[src/rtl/core/incremental_grid_component_max_macros.svh]
// ----------------------------------------------------------------------------
// incremental_grid_component_max_macros
// Assertion macros used by incremental_grid_component_max.
// ----------------------------------------------------------------------------
`ifndef INCREMENTAL_GRID_COMPONENT_MAX_MACROS_SVH
`define INCREMENTAL_GRID_COMPONENT_MAX_MACROS_SVH

// clocked check, off while reset is asserted
`define IGCM_ASSERT(lbl, prop) \
	lbl: assert property (@(posedge clk) disable iff (!arst_n) prop) \
		else $error("igcm check failed");

// condition that must never hold
`define IGCM_NEVER(lbl, cond) \
	`IGCM_ASSERT(lbl, !(cond))

`endif

[src/rtl/core/igcm_ram.sv]
// ----------------------------------------------------------------------------
// igcm_ram
// Simple dual port ram, one write and one registered read per cycle.
// ----------------------------------------------------------------------------
module igcm_ram #(
	parameter int WIDTH = 8,
	parameter int DEPTH = 16,
	localparam int AW = $clog2(DEPTH)
) (
	input  logic             clk,
	input  logic             we,
	input  logic [AW-1:0]    waddr,
	input  logic [WIDTH-1:0] wdata,
	input  logic [AW-1:0]    raddr,
	output logic [WIDTH-1:0] rdata
);

	logic [WIDTH-1:0] mem [DEPTH];

	always_ff @(posedge clk) begin
		if (we) begin
			mem[waddr] <= wdata;
		end
		rdata <= mem[raddr];
	end

endmodule

[config.mk]
export PLATFORM = sky130hd
export DESIGN_NAME = igcm_ram
export DESIGN_NICKNAME = d
export VERILOG_FILES = /design/src/rtl/core/incremental_grid_component_max_macros.svh /design/src/rtl/core/igcm_ram.sv
export SDC_FILE = /design/constraint.sdc
export NUM_CORES = 1
export LEC_CHECK = 0
export BUFFER_PORTS_ARGS = -buffer_cell sky130_fd_sc_hd__buf_2
export CORE_AREA = 2 2 73 144
export CTS_BUF_LIST = sky130_fd_sc_hd__clkbuf_16
export DETAILED_ROUTE_END_ITERATION = 8
export DIE_AREA = 0 0 75 146
export HOLD_SLACK_MARGIN = 0.06
export PLACE_DENSITY = 0.8
export SETUP_SLACK_MARGIN = 0.02
export SLEW_MARGIN = 20
export SYNTH_ARGS = -nofsm -noshare
export SYNTH_HDL_FRONTEND = slang
export SYNTH_SLANG_ARGS = --single-unit
[constraint.sdc]
create_clock -name clk -period 1.54 [get_ports clk]
set_input_delay 0.077 -clock clk [delete_from_list [all_inputs] [get_ports clk]]
set_output_delay 0.077 -clock clk [all_outputs]
set_load 0.005 [all_outputs]
Yosys cells after proc, flatten, opt, wreduce, memory -nomap -nowiden
Memories as Yosys holds them, arrays and structs flattened. A register that Yosys moved wholly into a read port is not among the register bits.
Index checks and enable logic that the tools add are counted.
{"block": "totals", "regBits": 0, "mem_bits_rw": 128, "inputBits": 18, "output_inout_bits": 8, "wordCells": 3, "mem_count": 1}
{"block": "op_classes", "n_mux": 2}
{"name": "mem", "words": 16, "word_bits": 8, "read_ports": 1, "rd_clocked_by_memory_dff": 1, "write_ports": 1, "line_no": "igcm_ram.sv:18", "source": "logic [WIDTH-1:0] mem [DEPTH];"}
{"cell": "1-bit two-way mux", "n": 2}

Logic depth before layout (Yosys ltp)
Gate-level depths: netlist (run 1).
{"block": "depth", "ltp_word": 2, "ltp_mapped": 5, "mapped_depth_nobuf": 3}

Worst setup path after synthesis (run 1)
No wires, ideal clock.
{"block": "synth_timing", "kind": "input-to-reg", "start": "in waddr[2]", "end": "mem mem[0][0] (enable)", "setup_time_ps": 383, "arrival_ps": 1187, "t_required_ps": 1157, "setup_slack_ps": -30, "stages": 2, "n_path_buf": 0, "path_cell_list": "or3b_2 -> nor3_1"}
{"element": "start, declared", "line_no": "igcm_ram.sv:12", "source": "input logic [AW-1:0] waddr,"}
{"element": "end, declared", "line_no": "igcm_ram.sv:18"}
Straight into the memory's write port.

==> flow_summary_export.csv, run 1 <==
group,metric,value,unit
drt,first_pass_iters,4,
die,io_pins,26,
sta,finalCritPeriodShare,86.0,%
sta,max_freq,0.755,GHz
power_and_ir_drop,power_density,1360,nW/um^2
setup_path,crit_fanout,1,
power_and_ir_drop,pwr-share-comb,4.7,%
power_and_ir_drop,power.switching,1.78,mW
drt,ant_nets,0,
sta,hold_violations,0,
yosys,synth_seq_cells,136,
setup_path,crit_required,1840,ps
setup_path,crit_path_start_kind,"flop",
layout,antenna_cells,0,
power_and_ir_drop,sw_frac_of_total,21.0,%
clock_network,cts_hold_buf,8,
drt,via_count,2505,
sta,clock-skew-final,7.99,ps
global_routing,track_usage,21.0,%
layout,final_cell_mix,"edfxtp_1 (128), buf_2 (25), buf_4 (23), mux4_2 (18), clkbuf_16 (17)",
global_routing,grt_pass1_vias,2694,
yosys,synth_seq_area_share,77.8,%
global_routing,grt_max_degree,33,
clock_network,cts-resized-gates,0,
yosys,yosysWarnings,0,
sta,setup_violations,0,
die,core-area,9760,um^2
placement,numPortBuffers,25,
min_path,holdCritPathClass,"input port to flop",
yosys,synth.top_cell.area_share,74.7,%
sta,drv_slew,0,
setup_path,worstSetupPathType,"flop to flop",
sta,slew-limit-headroom,73.1,%
drt,viasPerCell,5.68,
drt,wl,10100,um
layout,final_common_cell,"edfxtp_1",
run,drv_cap,0,
setup_path,critPathCaptureType,"flop",
clock_network,cts_root_buf,"clkbuf_16",
clock_network,cts_buffers,17,
sta,setup_tns,0,ps
setup_path,crit_path_top_delay_cell,"mux4_1",
clock_network,post_cts_buffers,0,
setup_path,path_delay_family,"multiplexers",
clock_network,clock_latency,420,ps
power_and_ir_drop,power_frac_seq,49.0,%
setup_path,cp_data_arrival_time,1630,ps
global_routing,antenna_found_initial,0,
clock_network,htree_num_levels,4,
sta,rsz0062_at_grt,"false",
drt,drt_iter0_markers,273,
layout,utilization,63.8,%
power_and_ir_drop,p_int,6.70,mW
die,die_x,75,um
setup_path,max_stage_delay,510,ps
die,die_area,11000,um^2
setup_path,critical_path_buf_inv_count,0,
yosys,synthCells,229,
global_routing,overflow,0,
placement,gp_congestion,0.802,
layout,final_nets,314,
sta,min_period,1320,ps
power_and_ir_drop,p_leak,2.15,nW
run_status,status,"complete, no violations",
sta,tightest_slew,404,ps
layout,area_growth,21.0,%
yosys,synth_fp_nets,247,
yosys,yosys.area.top_type,"edfxtp_1",
clock_network,cts_tree,"done",
placement,hpwl,6320,um
yosys,syn_area,5150,um^2
power_and_ir_drop,p_clk_share,46.3,%
die,die_h,146,um
clock_network,clockBufferDepth,2,
global_routing,grt_pass1_wl,15400,um
die,placementRows,51,
yosys,ys_types,19,
power_and_ir_drop,vdd_ir_drop_max,1.04,mV
clock_network,clk_pin_slew,60,ps
yosys,syn-mean-instance-area,22.5,um^2
setup_path,crit_chain,"mux4_1 -> a22oi_1 -> nand2_1",
layout,drive_above_1_share,33.0,%
yosys,synth.area.top_cells,"edfxtp_1 (75%), mux4_2 (7.9%), mux4_1 (7.1%), dfxtp_1 (3.1%), a22oi_1 (2.3%)",
drt,wl_per_cell,22.8,um
die,initial_core_util,52.7,%
drt,drc,0,
clock_network,clkSinkCount,136,
final timing paths:
path         startpoint        end  slack (ps)  cells past startpoint
max           mem[1][2]   rdata[2]         220                      3
min            waddr[0]  mem[0][0]         220                      3
max reg2reg   mem[1][2]   rdata[2]         220                      3
min reg2reg  mem[12][3]   rdata[3]         670                      3
worst min-delay path: stages:
cell    delay [ps]
buf_2          160
nor3_2          60
buf_4          170
power by group through the flow:
| stage | clock [mW] | sequential (mW) | combinational (mW) |
|---|---|---|---|
| after CTS | 3.99 | 4.16 | 0.406 |
| after floorplan | 0 | 4.23 | 0.210 |
| after detailed placement | 0 | 4.24 | 0.387 |
| after global routing | 4.15 | 4.17 | 0.435 |
| after global placement | 0 | 4.23 | 0.376 |
| final | 3.93 | 4.16 | 0.399 |
routing by layer:
| layer | GRT usage, % | wire, um | up-vias | part of all wire, % |
|---|---|---|---|---|
| met1 | 24.8 | 3730 | 1283 | 37 |
| li1 | - | - | 1107 | - |
| met3 | 7.20 | 484 | 22 | 4.8 |
| met4 | 11.3 | 357 | 0 | 3.6 |
| met5 | 0 | 0 | - | 0 |
| met2 | 33.0 | 5480 | 93 | 54 |
sequential cells by signal (all words and copies together) (netlist names):
| register | cells |
|---|---|
| rdata | 8 |
| mem | 128 |
layout make-up:
class,count,area (um^2)
multi-input combinational,83,1060
clock inverter,15,154
sequential,136,4000
fill,637,3530
clock buffer,17,425
timing repair buffer,58,418
tap,132,165
through the flow:
step	hold slack, ps	area, um^2	total power, mW	cells	worst slack (ps)
floorplan	176	5150	4.44	229	197
global placement	451	5570	4.61	401	103
detailed placement	459	5570	4.63	401	96.0
CTS	202	6230	8.56	441	217
global route	226	6230	8.75	441	159
finish	222	6230	8.49	441	216
cells by family (layout without fill, tap and decap cells):
| family | Yosys count | count (layout) | synth area share (%) |
|---|---|---|---|
| compound gates | 16 | 16 | 2.33 |
| buf+inv | 10 | 90 | 1.68 |
| flops | 136 | 136 | 77.8 |
| mux | 32 | 32 | 15.0 |
| simple gates | 35 | 35 | 3.18 |
cell usage after synthesis:
| library cell | number |
|---|---|
| dfxtp_1 | 8 |
| clkdlybuf4s25_2 | 3 |
| nor3_1 | 4 |
| nor2_1 | 13 |
| nor2b_1 | 1 |
| edfxtp_1 | 128 |
| nand3_1 | 1 |
| nand2_1 | 9 |
| buf_4 | 1 |
| or3b_2 | 1 |
| mux4_1 | 14 |
| nand2b_1 | 2 |
| and2b_1 | 1 |
| buf_2 | 3 |
| mux4_2 | 18 |
| buf_6 | 3 |
| and2_1 | 1 |
| a22oi_1 | 16 |
| nand3b_1 | 2 |
No activity file was read; power rests on OpenSTA's default activity.
==> run 2: changes to the inputs <==
Settings changed: PLACE_DENSITY 0.8 to 0.7.
==> run 2 against run 1 <==
Compared with the run above: global-route usage down 0.77 points; clock skew shrank 3.9 ps; total power rose by 7.9%; final area rose by 1.5%; core utilization grew 0.97 points; highest routed layer unchanged; largest cell class unchanged; clock power up 17%; critical path depth unchanged; die area did not move; sequential share of layout area down 0.97 points; count of clock-buffer cells in the layout unchanged; non-clock buffer count is 3 lower; critical endpoint is now rdata[4].
==> flow_summary_export.csv, run 2 (synthesis results as in run 1) <==
group,metric,value,unit
run_status,status,"complete, no violations",
sta,max_freq,0.745,GHz
setup_path,rr_worst_depth,3,
layout,final_common_cell,"edfxtp_1",
drt,first_pass_iters,4,
power_and_ir_drop,sw_frac_of_total,18.1,%
power_and_ir_drop,p_leak,2.20,nW
sta,finalCritPeriodShare,87.2,%
setup_path,critPathLaunch,"mem[0][4]",
layout,nFillCells,636,
layout,ff_latch_area,4000,um^2
global_routing,use_met2,34.2,%
setup_path,worstSetupPathType,"flop to flop",
min_path,hold_path_end,"mem[0][3]",
setup_path,crit_fanout,1,
setup_path,max_stage_delay,480,ps
die,core-area,9760,um^2
die,placementRows,51,
setup_path,critPathCaptureType,"flop",
setup_path,crit_required,1830,ps
clock_network,clk_pin_slew,60,ps
global_routing,track_usage,20.2,%
global_routing,grt.met3_usage,4.85,%
sta,setup_violations,0,
global_routing,busiest_layer,"met2",
layout,final_nets,311,
drt,wl_per_cell,22.4,um
global_routing,antenna_found_initial,0,
setup_path,cp_data_arrival_time,1640,ps
drt,viasPerCell,5.70,
power_and_ir_drop,p_clk_share,50.2,%
run,drv_cap,0,
global_routing,grt_max_degree,33,
sta,drv_slew,0,
layout,final_cell_mix,"edfxtp_1 (128), buf_2 (25), buf_4 (19), mux4_2 (18), clkbuf_16 (17)",
global_routing,use_met1,23.6,%
power_and_ir_drop,pwr-share-comb,4.3,%
sta,setup_ws,198,ps
setup_path,crit_path_start_kind,"flop",
placement,numPortBuffers,25,
global_routing,overflow,0,
sta,rsz0062_at_grt,"false",
drt,ant_nets,0,
sta,clock-skew-final,4.07,ps
die,die_h,146,um
placement,place_ws,107,ps
sta,tightest_slew,422,ps
setup_path,reg2reg_from,"mem[0][4]",
setup_path,crit_path_top_delay_cell,"mux4_2",
drt,drt_iter0_markers,196,
min_path,whs_path_depth,3,
global_routing,grt_pass1_vias,2673,
power_and_ir_drop,power_frac_seq,45.5,%
clock_network,clock_latency,410,ps
placement,gp_congestion,0.729,
global_routing,grt_pass1_wl,15100,um
die,die_x,75,um
layout,drive_above_1_share,31.0,%
layout,largestRegisters,"mem (128), rdata (8)",
sta,setup_tns,0,ps
sta,min_period,1340,ps
layout,largest_register_ffs,128,
die,initial_core_util,52.7,%
clock_network,cts_tree,"done",
min_path,min_from,"waddr[1]",
power_and_ir_drop,power_density,1450,nW/um^2
layout,multi_input_area,1060,um^2
drt,via_count,2498,
clock_network,clkSinkCount,136,
min_path,holdCritPathClass,"input port to flop",
clock_network,post_cts_buffers,0,
setup_path,crit_chain,"mux4_2 -> a22oi_1 -> nand2_1",
clock_network,cts_buffers,17,
sta,slew-limit-headroom,71.9,%
sta,hold_violations,0,
die,die_area,11000,um^2
layout,antenna_cells,0,
clock_network,htree_num_levels,4,
layout,area_growth,22.8,%
layout,regMostFlops,"mem",
drt,wl,9810,um
power_and_ir_drop,power.switching,1.65,mW
setup_path,reg2reg_to,"rdata[4]",
setup_path,r2r_slack,200,ps
clock_network,clockBufferDepth,2,
power_and_ir_drop,vdd_ir_drop_max,1.34,mV
power_and_ir_drop,p_int,7.51,mW
die,io_pins,26,
placement,hpwl,6430,um
drt,drc,0,
clock_network,cts_root_buf,"clkbuf_16",
==> run 2: cell types whose count changed in the layout (fill, tap and decap cells not counted) <==
cell	change
inv_1	+3
clkinv_1	+1
buf_12	+1
clkinvlp_4	-3
bufinv_16	+5
clkinv_2	-4
buf_4	-4
inv_6	-2
==> run 2: worst max path at each step <==
stage                 to  slack, ps
6_report        rdata[4]        200
4_1_cts         rdata[4]        190
3_3_place_gp    rdata[5]        100
2_1_floorplan  mem[3][0]        200
5_1_grt         rdata[4]        140
3_5_place_dp    rdata[0]        110
==> run 2: cell type report <==
class,instances,area share (%)
Tap cell,132,2.61
Clock inverter,15,4.10
Multi-Input combinational cell,83,16.8
Timing Repair Buffer,55,6.45
Clock buffer,17,6.73
Sequential cell,136,63.3
==> run 2: stage by stage <==
stage                     cell area [um^2]  power [mW]  util (%)  std cells  hold WS (ps)
after global placement                5560        4.61      56.9        398           440
after global routing                  6320        9.45      64.8        438           242
after CTS                             6320        9.23      64.8        438           229
after detailed placement              5560        4.63      56.9        398           468
final                                 6320        9.16      64.8        438           246
after floorplan                       5150        4.44         -        229           176
==> run 2: repair_timing <==
item,in CTS,in global routing
hold endpoints to repair,128,0
resized for setup,0,0
hold buffers,8,0
==> run 2: critical path, delay by kind of cell, from the launching register on <==
family / cells / cell delay (ps)
flops: 1 / 410
compound gates: 1 / 260
simple gates: 1 / 80
mux: 1 / 480
==> run 2: routing by layer <==
layer | up-vias | routed length [um]
li1 | 1101 | -
met1 | 1305 | 3540
met2 | 78 | 5740
met3 | 14 | 384
met4 | 0 | 152
met5 | - | 0
==> run 2: power by group through the flow <==
stage	clock network [mW]	logic [mW]	registers, mW
6_report	4.60	0.398	4.17
5_1_grt	4.84	0.434	4.17
4_1_cts	4.65	0.405	4.17
3_5_place_dp	0	0.385	4.24
3_3_place_gp	0	0.373	4.24
2_1_floorplan	0	0.210	4.23
==> run 3: changes to the inputs <==
Settings changed: CORE_AREA 2 2 73 144 to 2 2 86 170, DIE_AREA 0 0 75 146 to 0 0 88 172, PLACE_DENSITY 0.7 to 0.53.
==> run 3 against run 2 <==
Compared with the run above: sequential share of layout area increased by 0.75 points; global-route usage decreased by 4.7 points; register-to-register slack got worse by 70 ps; critical endpoint is now rdata[2]; routed wire length increased by 6.1%; sequential power about the same; largest cell class unchanged.
==> flow_summary_export.csv, run 3 (synthesis results as in run 1) <==
group,metric,value,unit
global_routing,grt_max_degree,33,
layout,drive_above_1_share,32.7,%
setup_path,crit_path_start_kind,"flop",
drt,wl,10400,um
power_and_ir_drop,p_leak,2.13,nW
run_status,status,"complete, no violations",
layout,ff_latch_area,4000,um^2
sta,clock-skew-final,6.66,ps
clock_network,cts_tree,"done",
setup_path,crit_chain,"mux4_1 -> a22oi_1 -> nand2_1",
min_path,holdCritPathClass,"input port to flop",
drt,ant_nets,0,
layout,multi_input_area,1060,um^2
global_routing,grt_pass1_wl,16100,um
die,die_h,172,um
power_and_ir_drop,power_density,1340,nW/um^2
layout,nFillCells,1186,
layout,final_nets,311,
placement,dpl_cell_area,5650,um^2
setup_path,rr_worst_depth,3,
sta,min_period,1410,ps
sta,max_freq,0.708,GHz
die,die_x,88,um
clock_network,clock_latency,410,ps
sta,rsz0062_at_grt,"false",
sta,slew-limit-headroom,72.1,%
layout,largest_register_ffs,128,
setup_path,reg2reg_to,"rdata[2]",
power_and_ir_drop,vdd_ir_drop_max,0.827,mV
placement,gp_congestion,0.814,
setup_path,crit_fanout,1,
setup_path,critPathCaptureType,"flop",
clock_network,clockBufferDepth,2,
drt,drc,0,
layout,largestRegisters,"mem (128), rdata (8)",
die,core-area,13800,um^2
global_routing,track_usage,15.6,%
setup_path,endpoint,"rdata[2]",
die,die_area,15100,um^2
drt,wl_per_cell,21.0,um
layout,area_growth,21.4,%
clock_network,clkSinkCount,136,
power_and_ir_drop,finalPower,8.39,mW
drt,first_pass_iters,4,
sta,tightest_slew,417,ps
setup_path,max_stage_delay,550,ps
die,placementRows,61,
sta,hold_violations,0,
die,initial_core_util,37.3,%
layout,antenna_cells,0,
sta,finalCritPeriodShare,91.7,%
setup_path,cp_data_arrival_time,1700,ps
drt,viasPerCell,4.84,
placement,hpwl,7190,um
clock_network,cts_root_buf,"clkbuf_16",
setup_path,reg2reg_from,"mem[0][2]",
clock_network,clk_pin_slew,60,ps
die,io_pins,26,
clock_network,post_cts_buffers,0,
layout,final_cell_mix,"edfxtp_1 (128), buf_2 (25), buf_4 (24), mux4_2 (18), clkbuf_16 (17)",
global_routing,antenna_found_initial,0,
global_routing,grt_pass1_vias,2646,
setup_path,r2r_slack,130,ps
sta,drv_slew,0,
run,drv_cap,0,
layout,final_common_cell,"edfxtp_1",
clock_network,cts-resized-gates,0,
drt,via_count,2396,
placement,numPortBuffers,25,
setup_path,worstSetupPathType,"flop to flop",
global_routing,overflow,0,
clock_network,htree_num_levels,4,
setup_path,critPathLaunch,"mem[0][2]",
drt,drt_iter0_markers,118,
setup_path,crit_required,1830,ps
clock_network,cts_buffers,17,
sta,setup_violations,0,
layout,design_area,6250,um^2
setup_path,crit_path_top_delay_cell,"mux4_1",
layout,regMostFlops,"mem",
run 3: changes by cell type in the layout (fill, tap and decap cells not counted), sizes merged:
| cell | delta |
|---|---|
| clkinvlp | +2 |
| bufinv | -5 |
| clkinv | +4 |
| dlygate4sd3 | -4 |
| inv | -1 |
| buf | +4 |
run 3: through the flow:
step	utilization, %	worst slack, ps	TNS, ps	hold slack, ps	std cells
after floorplan	-	197	0	176	229
after global placement	40.9	-24.9	-24.9	465	459
after global routing	45.2	60.1	0	66.8	495
after detailed placement	40.9	-58.4	-58.4	468	459
after CTS	45.2	132	0	65.5	495
final	45.2	128	0	65.0	495
run 3: worst min-delay path by stage:
stage / from / to / slack (ps) / depth (start not counted)
final: wdata[0] / mem[4][0] / 60 / 1
after global routing: wdata[3] / mem[11][3] / 70 / 1
after CTS: wdata[0] / mem[4][0] / 70 / 1
after detailed placement: rdata[4] / rdata[4] / 470 / 1
after global placement: wdata[4] / mem[6][4] / 470 / 1
after floorplan: wdata[0] / mem[0][0] / 180 / 0
run 3: per-layer routing:
metal,track usage (%),part of all wire (%),wire length (um)
met1,16.7,37,3820
met2,28.7,59,6160
met3,4.01,2.5,265
met4,5.62,1.6,168
met5,0,0,0
run 3: what timing repair did:
item                                    in CTS  in global routing
endpoints found under the hold margin       52                  0
endpoints found under the setup margin       0                  0
hold buffers                                 4                  0
run 3: report_power, final:
group / switching (mW) / internal (mW) / leakage (nW)
logic: 0.221 / 0.181 / 0.634
clock network: 1.47 / 2.35 / 0.275
registers: 0.0234 / 4.14 / 1.22
run 3: worst max-delay path, delay by kind of cell (launching register included):
| kind | cells | cell delay, ps |
|---|---|---|
| AOI/OAI and AO/OA | 1 | 300 |
| and+or+nand+nor | 1 | 100 |
| DFF | 1 | 360 |
| muxes | 1 | 550 |
run 3: area by class of cell:
type	count	area share, %
multi-input combinational	83	17.0
tap	189	3.78
sequential	136	64.1
timing repair buffer	55	6.17
clock buffer	17	6.81
clock inverter	15	2.18
